<file path="src/rtl/stack_with_remove_by_value_macros.svh">
// ----------------------------------------------------------------------------
// stack_with_remove_by_value_macros
// Assertion helpers shared by the stack controller and datapath.
// All checks are clocked on the rising edge and disabled while reset is low.
// ----------------------------------------------------------------------------
`ifndef STACK_WITH_REMOVE_BY_VALUE_MACROS_SVH
`define STACK_WITH_REMOVE_BY_VALUE_MACROS_SVH

// Same-cycle implication: when pre holds, post must hold in that cycle.
`define SWR_ASSERT_NOW(label, clk, rst_n, pre, post, msg) \
  label: assert property (@(posedge clk) disable iff (!rst_n) (pre) |-> (post)) \
    else $error(msg);

// Next-cycle implication: when pre holds, post must hold in the cycle after.
`define SWR_ASSERT_NEXT(label, clk, rst_n, pre, post, msg) \
  label: assert property (@(posedge clk) disable iff (!rst_n) (pre) |=> (post)) \
    else $error(msg);

`endif

</file>
<file path="src/rtl/swr_pkg.sv">
// ----------------------------------------------------------------------------
// swr_pkg
// Shared codes and controller/datapath command and status types for the
// stack with remove-by-value.
// ----------------------------------------------------------------------------
package swr_pkg;

  // Operation codes carried in the opcode field
  localparam logic OP_PUSH   = 1'b0;
  localparam logic OP_REMOVE = 1'b1;

  // Result status codes
  localparam logic [1:0] ST_DONE      = 2'd0;
  localparam logic [1:0] ST_FULL      = 2'd1;
  localparam logic [1:0] ST_NOT_FOUND = 2'd2;

  // Field widths fixed by the interface
  localparam int ID_W     = 16;
  localparam int STATUS_W = 2;
  localparam int COUNT_W  = 6;

  // Controller to datapath commands
  typedef struct packed {
    logic capture;  // latch the search key and the per-entry match vector
    logic commit;   // apply the push or the removal
    logic push;     // operation being committed is a push
  } dp_cmd_t;

  // Datapath to controller status
  typedef struct packed {
    logic full;     // every entry holds data
    logic found;    // latched search hit at least one stored entry
  } dp_sts_t;

endpackage

</file>
<file path="src/rtl/swr_in_if.sv">
// ----------------------------------------------------------------------------
// swr_in_if
// Command channel: valid/ready handshake carrying an opcode and an identifier.
// ----------------------------------------------------------------------------
interface swr_in_if;
  logic                      valid;
  logic                      ready;
  logic                      opcode;
  logic [swr_pkg::ID_W-1:0]  car_id;

  modport source (output valid, output opcode, output car_id, input ready);
  modport sink   (input valid, input opcode, input car_id, output ready);
endinterface

</file>
<file path="src/rtl/swr_out_if.sv">
// ----------------------------------------------------------------------------
// swr_out_if
// Result channel: valid/ready handshake carrying a status and entry count.
// ----------------------------------------------------------------------------
interface swr_out_if;
  logic                          valid;
  logic                          ready;
  logic [swr_pkg::STATUS_W-1:0]  status;
  logic [swr_pkg::COUNT_W-1:0]   entry_count;

  modport source (output valid, output status, output entry_count, input ready);
  modport sink   (input valid, input status, input entry_count, output ready);
endinterface

</file>
<file path="src/rtl/swr_datapath.sv">
// ----------------------------------------------------------------------------
// swr_datapath
// Entry cells, fill counter and the per-cell compare and shift logic. Each
// cell compares itself against the key in the capture cycle; in the commit
// cycle every cell at or above the topmost hit takes its upper neighbor.
// ----------------------------------------------------------------------------
`include "stack_with_remove_by_value_macros.svh"

module swr_datapath #(
  parameter int DEPTH = 32,
  parameter int CW    = $clog2(DEPTH + 1)
) (
  input  logic                      clk,
  input  logic                      rst_n,
  input  swr_pkg::dp_cmd_t          cmd,
  input  logic [swr_pkg::ID_W-1:0]  car_id,
  output swr_pkg::dp_sts_t          sts,
  output logic [CW-1:0]             fill
);

  logic [swr_pkg::ID_W-1:0] cells_r [DEPTH];
  logic [swr_pkg::ID_W-1:0] id_r;
  logic [DEPTH-1:0]         match_r;
  logic [DEPTH-1:0]         match_nxt;
  logic [DEPTH-1:0]         above;
  logic [CW-1:0]            fill_r;
  logic [CW-1:0]            fill_nxt;
  logic                     full;
  logic                     found;

  // Per-cell compare against the incoming key, limited to occupied cells
  always_comb begin
    for (int k = 0; k < DEPTH; k++) begin
      match_nxt[k] = (cells_r[k] == car_id) && (CW'(k) < fill_r);
    end
  end

  // Key and match vector latched when a word is accepted
  always_ff @(posedge clk) begin
    if (cmd.capture) begin
      id_r    <= car_id;
      match_r <= match_nxt;
    end
  end

  // above[k]: some hit sits strictly above cell k (log-step suffix OR)
  always_comb begin
    above = match_r >> 1;
    for (int s = 1; s < DEPTH; s = s * 2) begin
      above = above | (above >> s);
    end
  end

  assign full  = (fill_r == CW'(DEPTH));
  assign found = |match_r;

  // Cell updates: write on push, shift down above the removed entry
  for (genvar k = 0; k < DEPTH; k++) begin : g_cell
    if (k < DEPTH - 1) begin : g_mid
      always_ff @(posedge clk) begin
        if (cmd.commit) begin
          if (cmd.push && !full && (fill_r == CW'(k))) begin
            cells_r[k] <= id_r;
          end else if (!cmd.push && found && !above[k]) begin
            cells_r[k] <= cells_r[k+1];
          end
        end
      end
    end else begin : g_top
      always_ff @(posedge clk) begin
        if (cmd.commit && cmd.push && !full && (fill_r == CW'(k))) begin
          cells_r[k] <= id_r;
        end
      end
    end
  end

  // Fill counter
  always_comb begin
    fill_nxt = fill_r;
    if (cmd.commit) begin
      if (cmd.push && !full) begin
        fill_nxt = fill_r + 1'b1;
      end else if (!cmd.push && found) begin
        fill_nxt = fill_r - 1'b1;
      end
    end
  end

  always_ff @(posedge clk) begin
    if (!rst_n) begin
      fill_r <= '0;
    end else begin
      fill_r <= fill_nxt;
    end
  end

  assign sts.full  = full;
  assign sts.found = found;
  assign fill      = fill_r;

  // Checks
  `SWR_ASSERT_NOW(a_fill_bound, clk, rst_n, 1'b1, fill_r <= CW'(DEPTH), "fill above depth")
  `SWR_ASSERT_NEXT(a_push_grows, clk, rst_n, cmd.commit && cmd.push && !full, fill_r == $past(fill_r) + 1'b1, "push did not grow fill")
  `SWR_ASSERT_NOW(a_hit_needs_data, clk, rst_n, cmd.commit && !cmd.push && found, fill_r != '0, "hit recorded in empty store")

endmodule

</file>
<file path="src/rtl/swr_ctrl.sv">
// ----------------------------------------------------------------------------
// swr_ctrl
// Two-state sequencer: accept and compare, then commit into the result
// register once it is free. Owns the handshakes and the status code.
// ----------------------------------------------------------------------------
`include "stack_with_remove_by_value_macros.svh"

module swr_ctrl (
  input  logic                          clk,
  input  logic                          rst_n,
  input  logic                          in_valid,
  input  logic                          in_opcode,
  output logic                          in_ready,
  output logic                          out_valid,
  input  logic                          out_ready,
  output logic [swr_pkg::STATUS_W-1:0]  out_status,
  output swr_pkg::dp_cmd_t              cmd,
  input  swr_pkg::dp_sts_t              sts
);

  localparam logic S_IDLE   = 1'b0;
  localparam logic S_COMMIT = 1'b1;

  logic                         state_r;
  logic                         state_nxt;
  logic                         op_r;
  logic                         out_valid_r;
  logic                         out_valid_nxt;
  logic [swr_pkg::STATUS_W-1:0] status_r;
  logic [swr_pkg::STATUS_W-1:0] status_nxt;
  logic                         accept;
  logic                         commit;

  // Handshake and command decode
  assign in_ready    = (state_r == S_IDLE);
  assign accept      = in_valid && in_ready;
  assign commit      = (state_r == S_COMMIT) && (!out_valid_r || out_ready);
  assign cmd.capture = accept;
  assign cmd.commit  = commit;
  assign cmd.push    = (op_r == swr_pkg::OP_PUSH);

  // Next state
  always_comb begin
    state_nxt = state_r;
    unique case (state_r)
      S_IDLE:   if (accept) state_nxt = S_COMMIT;
      S_COMMIT: if (commit) state_nxt = S_IDLE;
      default:  state_nxt = S_IDLE;
    endcase
  end

  // Result word
  always_comb begin
    out_valid_nxt = out_valid_r;
    status_nxt    = status_r;
    if (out_valid_r && out_ready) begin
      out_valid_nxt = 1'b0;
    end
    if (commit) begin
      out_valid_nxt = 1'b1;
      if (op_r == swr_pkg::OP_PUSH) begin
        status_nxt = sts.full ? swr_pkg::ST_FULL : swr_pkg::ST_DONE;
      end else begin
        status_nxt = sts.found ? swr_pkg::ST_DONE : swr_pkg::ST_NOT_FOUND;
      end
    end
  end

  always_ff @(posedge clk) begin
    if (!rst_n) begin
      state_r     <= S_IDLE;
      out_valid_r <= 1'b0;
    end else begin
      state_r     <= state_nxt;
      out_valid_r <= out_valid_nxt;
    end
  end

  always_ff @(posedge clk) begin
    status_r <= status_nxt;
    if (accept) begin
      op_r <= in_opcode;
    end
  end

  assign out_valid  = out_valid_r;
  assign out_status = status_r;

  // Checks
  `SWR_ASSERT_NEXT(a_accept_to_commit, clk, rst_n, accept, state_r == S_COMMIT, "accept did not enter commit")
  `SWR_ASSERT_NOW(a_commit_slot_free, clk, rst_n, commit, !out_valid_r || out_ready, "commit over unread result")
  `SWR_ASSERT_NEXT(a_commit_shows_result, clk, rst_n, commit, out_valid_r && in_ready, "commit gave no result")

endmodule

</file>
<file path="src/rtl/stack_with_remove_by_value.sv">
// ----------------------------------------------------------------------------
// stack_with_remove_by_value
// Bounded LIFO of 16-bit identifiers with push and remove-topmost-copy.
// ----------------------------------------------------------------------------
//  Channel  | Dir | Payload                         | Handshake
//  in_ch    | in  | opcode[0], car_id[15:0]         | valid/ready
//  out_ch   | out | status[1:0], entry_count[5:0]   | valid/ready
//
//  Each word is first accepted, which latches the per-cell compare, and
//  then committed: the push or the shift goes into the result register.
//  The next word is accepted in the cycle after the commit.
//  A stalled result holds the commit until the result register is free.
//  Reset (synchronous, active low) empties the store; no clearing pass.
// ----------------------------------------------------------------------------
module stack_with_remove_by_value #(
  parameter int DEPTH = 32
) (
  input  logic            clk,
  input  logic            rst_n,
  swr_in_if.sink          in_ch,
  swr_out_if.source       out_ch
);

  localparam int CW = $clog2(DEPTH + 1);

  swr_pkg::dp_cmd_t cmd;
  swr_pkg::dp_sts_t sts;
  logic [CW-1:0]    fill;

  // Sequencer
  swr_ctrl u_ctrl (
    .clk        (clk),
    .rst_n      (rst_n),
    .in_valid   (in_ch.valid),
    .in_opcode  (in_ch.opcode),
    .in_ready   (in_ch.ready),
    .out_valid  (out_ch.valid),
    .out_ready  (out_ch.ready),
    .out_status (out_ch.status),
    .cmd        (cmd),
    .sts        (sts)
  );

  // Entry cells and counter
  swr_datapath #(
    .DEPTH (DEPTH),
    .CW    (CW)
  ) u_dp (
    .clk    (clk),
    .rst_n  (rst_n),
    .cmd    (cmd),
    .car_id (in_ch.car_id),
    .sts    (sts),
    .fill   (fill)
  );

  // Count shown with the result; low bits only when the count is wider
  assign out_ch.entry_count = swr_pkg::COUNT_W'(fill);

endmodule

</file>
<file path="src/flat_wrapper.sv">
// flat-port wrapper written by rule: the top's interface ports become plain ports
module stack_with_remove_by_value_flat 
#(
  parameter int DEPTH = 32
)
  (clk, rst_n, in_ch_valid, in_ch_opcode, in_ch_car_id, in_ch_ready, out_ch_valid, out_ch_status, out_ch_entry_count, out_ch_ready);
  swr_in_if in_ch_i ();
  swr_out_if out_ch_i ();
  input  logic clk;
  input  logic rst_n;
  input wire logic [$bits(in_ch_i.valid)-1:0] in_ch_valid;
  input wire logic [$bits(in_ch_i.opcode)-1:0] in_ch_opcode;
  input wire logic [$bits(in_ch_i.car_id)-1:0] in_ch_car_id;
  output wire logic [$bits(in_ch_i.ready)-1:0] in_ch_ready;
  output wire logic [$bits(out_ch_i.valid)-1:0] out_ch_valid;
  output wire logic [$bits(out_ch_i.status)-1:0] out_ch_status;
  output wire logic [$bits(out_ch_i.entry_count)-1:0] out_ch_entry_count;
  input wire logic [$bits(out_ch_i.ready)-1:0] out_ch_ready;
  assign in_ch_i.valid = in_ch_valid;
  assign in_ch_i.opcode = in_ch_opcode;
  assign in_ch_i.car_id = in_ch_car_id;
  assign in_ch_ready = in_ch_i.ready;
  assign out_ch_valid = out_ch_i.valid;
  assign out_ch_status = out_ch_i.status;
  assign out_ch_entry_count = out_ch_i.entry_count;
  assign out_ch_i.ready = out_ch_ready;
  stack_with_remove_by_value #(.DEPTH(DEPTH)) u_core (.clk(clk), .rst_n(rst_n), .in_ch(in_ch_i), .out_ch(out_ch_i));
endmodule
</file>
<file path="config.mk">
export PLATFORM = sky130hd
export DESIGN_NAME = stack_with_remove_by_value_flat
export DESIGN_NICKNAME = d
export VERILOG_FILES = /design/src/rtl/swr_pkg.sv /design/src/rtl/swr_in_if.sv /design/src/rtl/swr_out_if.sv /design/src/rtl/swr_datapath.sv /design/src/rtl/swr_ctrl.sv /design/src/rtl/stack_with_remove_by_value.sv /design/src/flat_wrapper.sv
export VERILOG_INCLUDE_DIRS = /design/src /design/src/rtl
export SDC_FILE = /design/constraint.sdc
export NUM_CORES = 1
export LEC_CHECK = 0
export ABC_AREA = 0
export BUFFER_PORTS_ARGS = -buffer_cell sky130_fd_sc_hd__buf_2
export CAP_MARGIN = 20
export CORE_MARGIN = 2
export CORE_UTILIZATION = 44
export DETAILED_ROUTE_END_ITERATION = 12
export PLACE_DENSITY_LB_ADDON = 0.3
export RECOVER_POWER = 100
export SYNTH_ARGS = -nofsm -noshare
export SYNTH_HDL_FRONTEND = slang
export SYNTH_HIERARCHICAL = 1
export SYNTH_SLANG_ARGS = --single-unit
</file>
<file path="constraint.sdc">
create_clock -name clk -period 5.1 [get_ports clk]
set_clock_uncertainty 0.1 [all_clocks]
set_input_delay 1.53 -clock clk [delete_from_list [all_inputs] [get_ports clk]]
set_output_delay 1.53 -clock clk [all_outputs]
set_load 0.01 [all_outputs]
</file>
==> metrics.md <==
| Metric | Value |
|---|---|
| Root buf cell | clkbuf_16 |
| I/O Buffers | 30 |
| Post-synth ARST share | 0% |
| First-pass DRT Iterations | 5 |
| Post-CTS Setup Bufs | 0 |
| Htree depth | 2 |
| Synth Area in Adders | less than 1% |
| HPWL Detailed | 59.9 mm |
| Proportion of layout cells with a drive suffix above 1 | 27.7% |
| Hold Buf Count CTS | 0 |
| Final WS setup | 548 ps |
| Fin Setup TNS | 0 ps |
| Setup crit end kind | register |
| Number of enable flip-flop cells after synthesis | 563 |
| Syn avg cell area | roughly 14 µm² |
| Core ar. | between 70000 and 80000 µm² |
| Initial antenna violation count | 4 |
| Post-synthesis compound-gate area fraction | under 10% |
| Die W | 270 µm |
| Register area share after synthesis | 54.8% |
| Mapped Cells | 2206 |
| Synth warn | 6 |
| Nets | around 2300 |
| Slew HR | -88.7% |
| WP data required | 5250 ps |
| Synth unique cells | 77 |
| R2R depth | 10 |
| Synth Flop Type | edfxtp_1 |
| Clock latency on the worst-skew pair | 640 ps |
| Post-route ant nets | 0 |
| Fin. Hold Viols | 0 |
| Worst-margin pin slew | 2830 ps |
| Outcome | complete, but fails checks |
| Violated checks | max-capacitance violations, max-slew violations |
| Residual DRC count | 0 |
| Resized cells post-CTS | 0 |
| First-pass GRT wire length | around 130 mm |
| R2R setup slack | around 630 ps |
| Flops & latches, synth | 571 |
| Main combinational cell family by area after synthesis | multiplexers |
| RSZ-0062 raised after global routing | no |
| Final core area utilization | 48.3% |
| Top cell type's share of synthesized area | 54.3% |
| Die Height | around 270 µm |
| Power Density | ~310 nW/µm² |
| Initial Util | between 40% and 50% |
| Hold path cells | 2 |
| Beginning of the critical path | out_ch_ready |
| TritonCTS buffer count | between 60 and 70 |
| Vias | 18900 |
| WL final | around 91 mm |
| Peak Freq | between 200 and 250 MHz |
| Vias per cell | 5.88 |
| # setup viols final | 0 |
| Ant diodes | 0 |
| P_leak | 10.8 nW |
| Pre-CTS WS | between 400 and 500 ps |
| GRT Total Usage | around 24% |
| Syn_nets | 2232 |
| Cell Area, Synth | 31100 µm² |
| Synth area leaders | edfxtp_1, mux2_2, xor2_1, xnor2_1, nor4_1 |
| DR iter-0 viols | 2132 |
| Routability congestion estimate | between 0.9 and 1 |
| Clock Path Buffers | 3 |
| Worst Setup EP | u_core/u_dp/cells_r[1][252] |
| DIE AREA | 72900 µm² |
| Maxcap violations | 16 |
| Area growth, synth to finish | 8.74% |
| Hold WC Path Type | register to register |
| CTS tree | yes |
| Xor/xnor share of the synthesized area | 14.4% |
| Hold_ws | 424 ps |
| Ports | 31 |
| CP Data Arrival Time | 4700 ps |
| Max FO, Critical Path | 16 |
| Clock slew at reported path FFs | about 60 ps |
| Reg-to-reg endpoint | u_core/u_dp/cells_r[1][252] |
| Maximum VDD drop | 284 µV |
| Startpoint types | input pin |
| Simple-Gate Fraction of Synth Area | ~6.7% |
| Yosys top cell by area | edfxtp_1 |
| Crit path time final | 4550 ps |
| CTS Sinks | 571 |
| Final Max Tran Viols | about 370 |
| Vias in the first global route | 19494 |
| # rows | 97 |
| Setup CP Type | input pin to register |
| Final Cycle Share | 89.3% |
| Mux share of post-synthesis cell area | 18.3% |
| Total congestion overflow | 0 |
| Average wire per cell in the routed design | about 28 µm |
| Worst r2r src | u_core/u_dp/fill[1] |
| Pin count of the biggest net entering global routing | 33 |
kinds of logic (layout without fill, tap and decap cells):
group	after synthesis	after routing
AO/OA/AOI/OAI	90	90
XOR/XNOR	512	512
adder cells (fa/ha/maj)	5	5
buffers and inverters	193	261
flip-flops	571	571
multiplexers	501	501
AND/OR/NAND/NOR	334	334
metrics by stage:
step	total power, mW	std cells	cell area, µm²
detailed placement	6.27	3104	32500
global placement	6.25	3103	32400
CTS	10.5	3214	34300
global route	10.7	3214	33800
finish	10.4	3214	33800
floorplan	5.93	2206	31100
layer usage:
layer | wire, µm | GRT usage, % | vias to the layer above
li1 | - | - | 8223
met5 | 15 | 0 | -
met2 | 41900 | 39.1 | 795
met1 | 38600 | 33.6 | 9693
met3 | 6820 | 4.09 | 187
met4 | 3190 | 8.38 | 2
registers in the layout (all words and copies together), names as in the netlist:
signal,flops
u_core/u_dp/cells_r,512
u_core/u_dp/match_r,32
u_core/u_dp/id_r,16
u_core/u_dp/fill,6
u_core/u_ctrl/out_status,2
u_core/u_ctrl/op_r,1
u_core/u_ctrl/out_valid,1
u_core/u_ctrl/state_r,1
report_power, final:
group	switching (mW)	internal [mW]	leakage (nW)
clock	1.84	2.40	0.911
sequential	0.0699	5.21	5.18
combinational	0.547	0.350	4.73
how the worst min path moves through the flow:
stage,from,end
after floorplan,u_core/u_dp/id_r[6],u_core/u_dp/cells_r[1][246]
after global placement,u_core/u_ctrl/out_valid,u_core/u_ctrl/state_r
after detailed placement,u_core/u_ctrl/out_valid,u_core/u_ctrl/out_valid
after CTS,u_core/u_ctrl/out_valid,u_core/u_ctrl/out_valid
after global routing,u_core/u_ctrl/state_r,u_core/u_ctrl/state_r
final,u_core/u_ctrl/state_r,u_core/u_ctrl/out_valid
critical path, stage by stage:
cell and delay (ps):
buf_2 70, nand2b_1 190, and2_0 450, clkbuf_1 370, nand2_1 350, nor2_1 270
clkbuf_1 340, and3_1 230, clkbuf_1 860
placed cells by master, fill, tap and decap left out, types with 6 or more instances in the layout:
cell	Yosys	routed
clkbuf_1	77	78
nor2_1	32	32
inv_1	9	9
buf_2	20	9
o21bai_1	12	12
clkbuf_16	0	63
buf_4	13	63
clkinv_1	0	16
o2111ai_1	6	6
edfxtp_1	563	563
or3_1	7	7
a31oi_1	6	6
dfxtp_1	8	8
mux2_2	456	446
or4_1	6	8
nand4_1	52	53
nor4_1	96	100
nand2b_1	6	7
a21oi_1	9	11
mux2_1	21	50
xor2_1	335	335
clkinv_2	0	6
nand2_1	40	40
xnor2_1	177	177
nand3_1	26	27
o21ai_0	18	18
nor3_1	22	25
layout make-up:
| class | count | area, µm² |
|---|---|---|
| clock buffer | 84 | 1700 |
| clock inverter | 26 | 168 |
| fill | 6142 | 36200 |
| inverter | 10 | 37.5 |
| multi-input combinational | 1442 | 12800 |
| sequential | 571 | 17100 |
| tap | 940 | 1180 |
| timing repair buffer | 141 | 885 |
synthesized netlist by cell type (all sizes together) (5+ instances only):
| library cell | n |
|---|---|
| a2111oi | 5 |
| a21oi | 12 |
| a31oi | 6 |
| buf | 96 |
| clkbuf | 77 |
| dfxtp | 8 |
| dlygate4sd3 | 9 |
| edfxtp | 563 |
| ha | 5 |
| inv | 10 |
| mux2 | 496 |
| mux2i | 5 |
| nand2 | 42 |
| nand2b | 7 |
| nand3 | 27 |
| nand4 | 54 |
| nor2 | 32 |
| nor2b | 5 |
| nor3 | 30 |
| nor4 | 103 |
| o2111ai | 6 |
| o21ai | 21 |
| o21bai | 12 |
| or2 | 6 |
| or3 | 9 |
| or4 | 9 |
| xnor2 | 177 |
| xor2 | 335 |
Note: power is estimated with default switching activity, not from simulation.
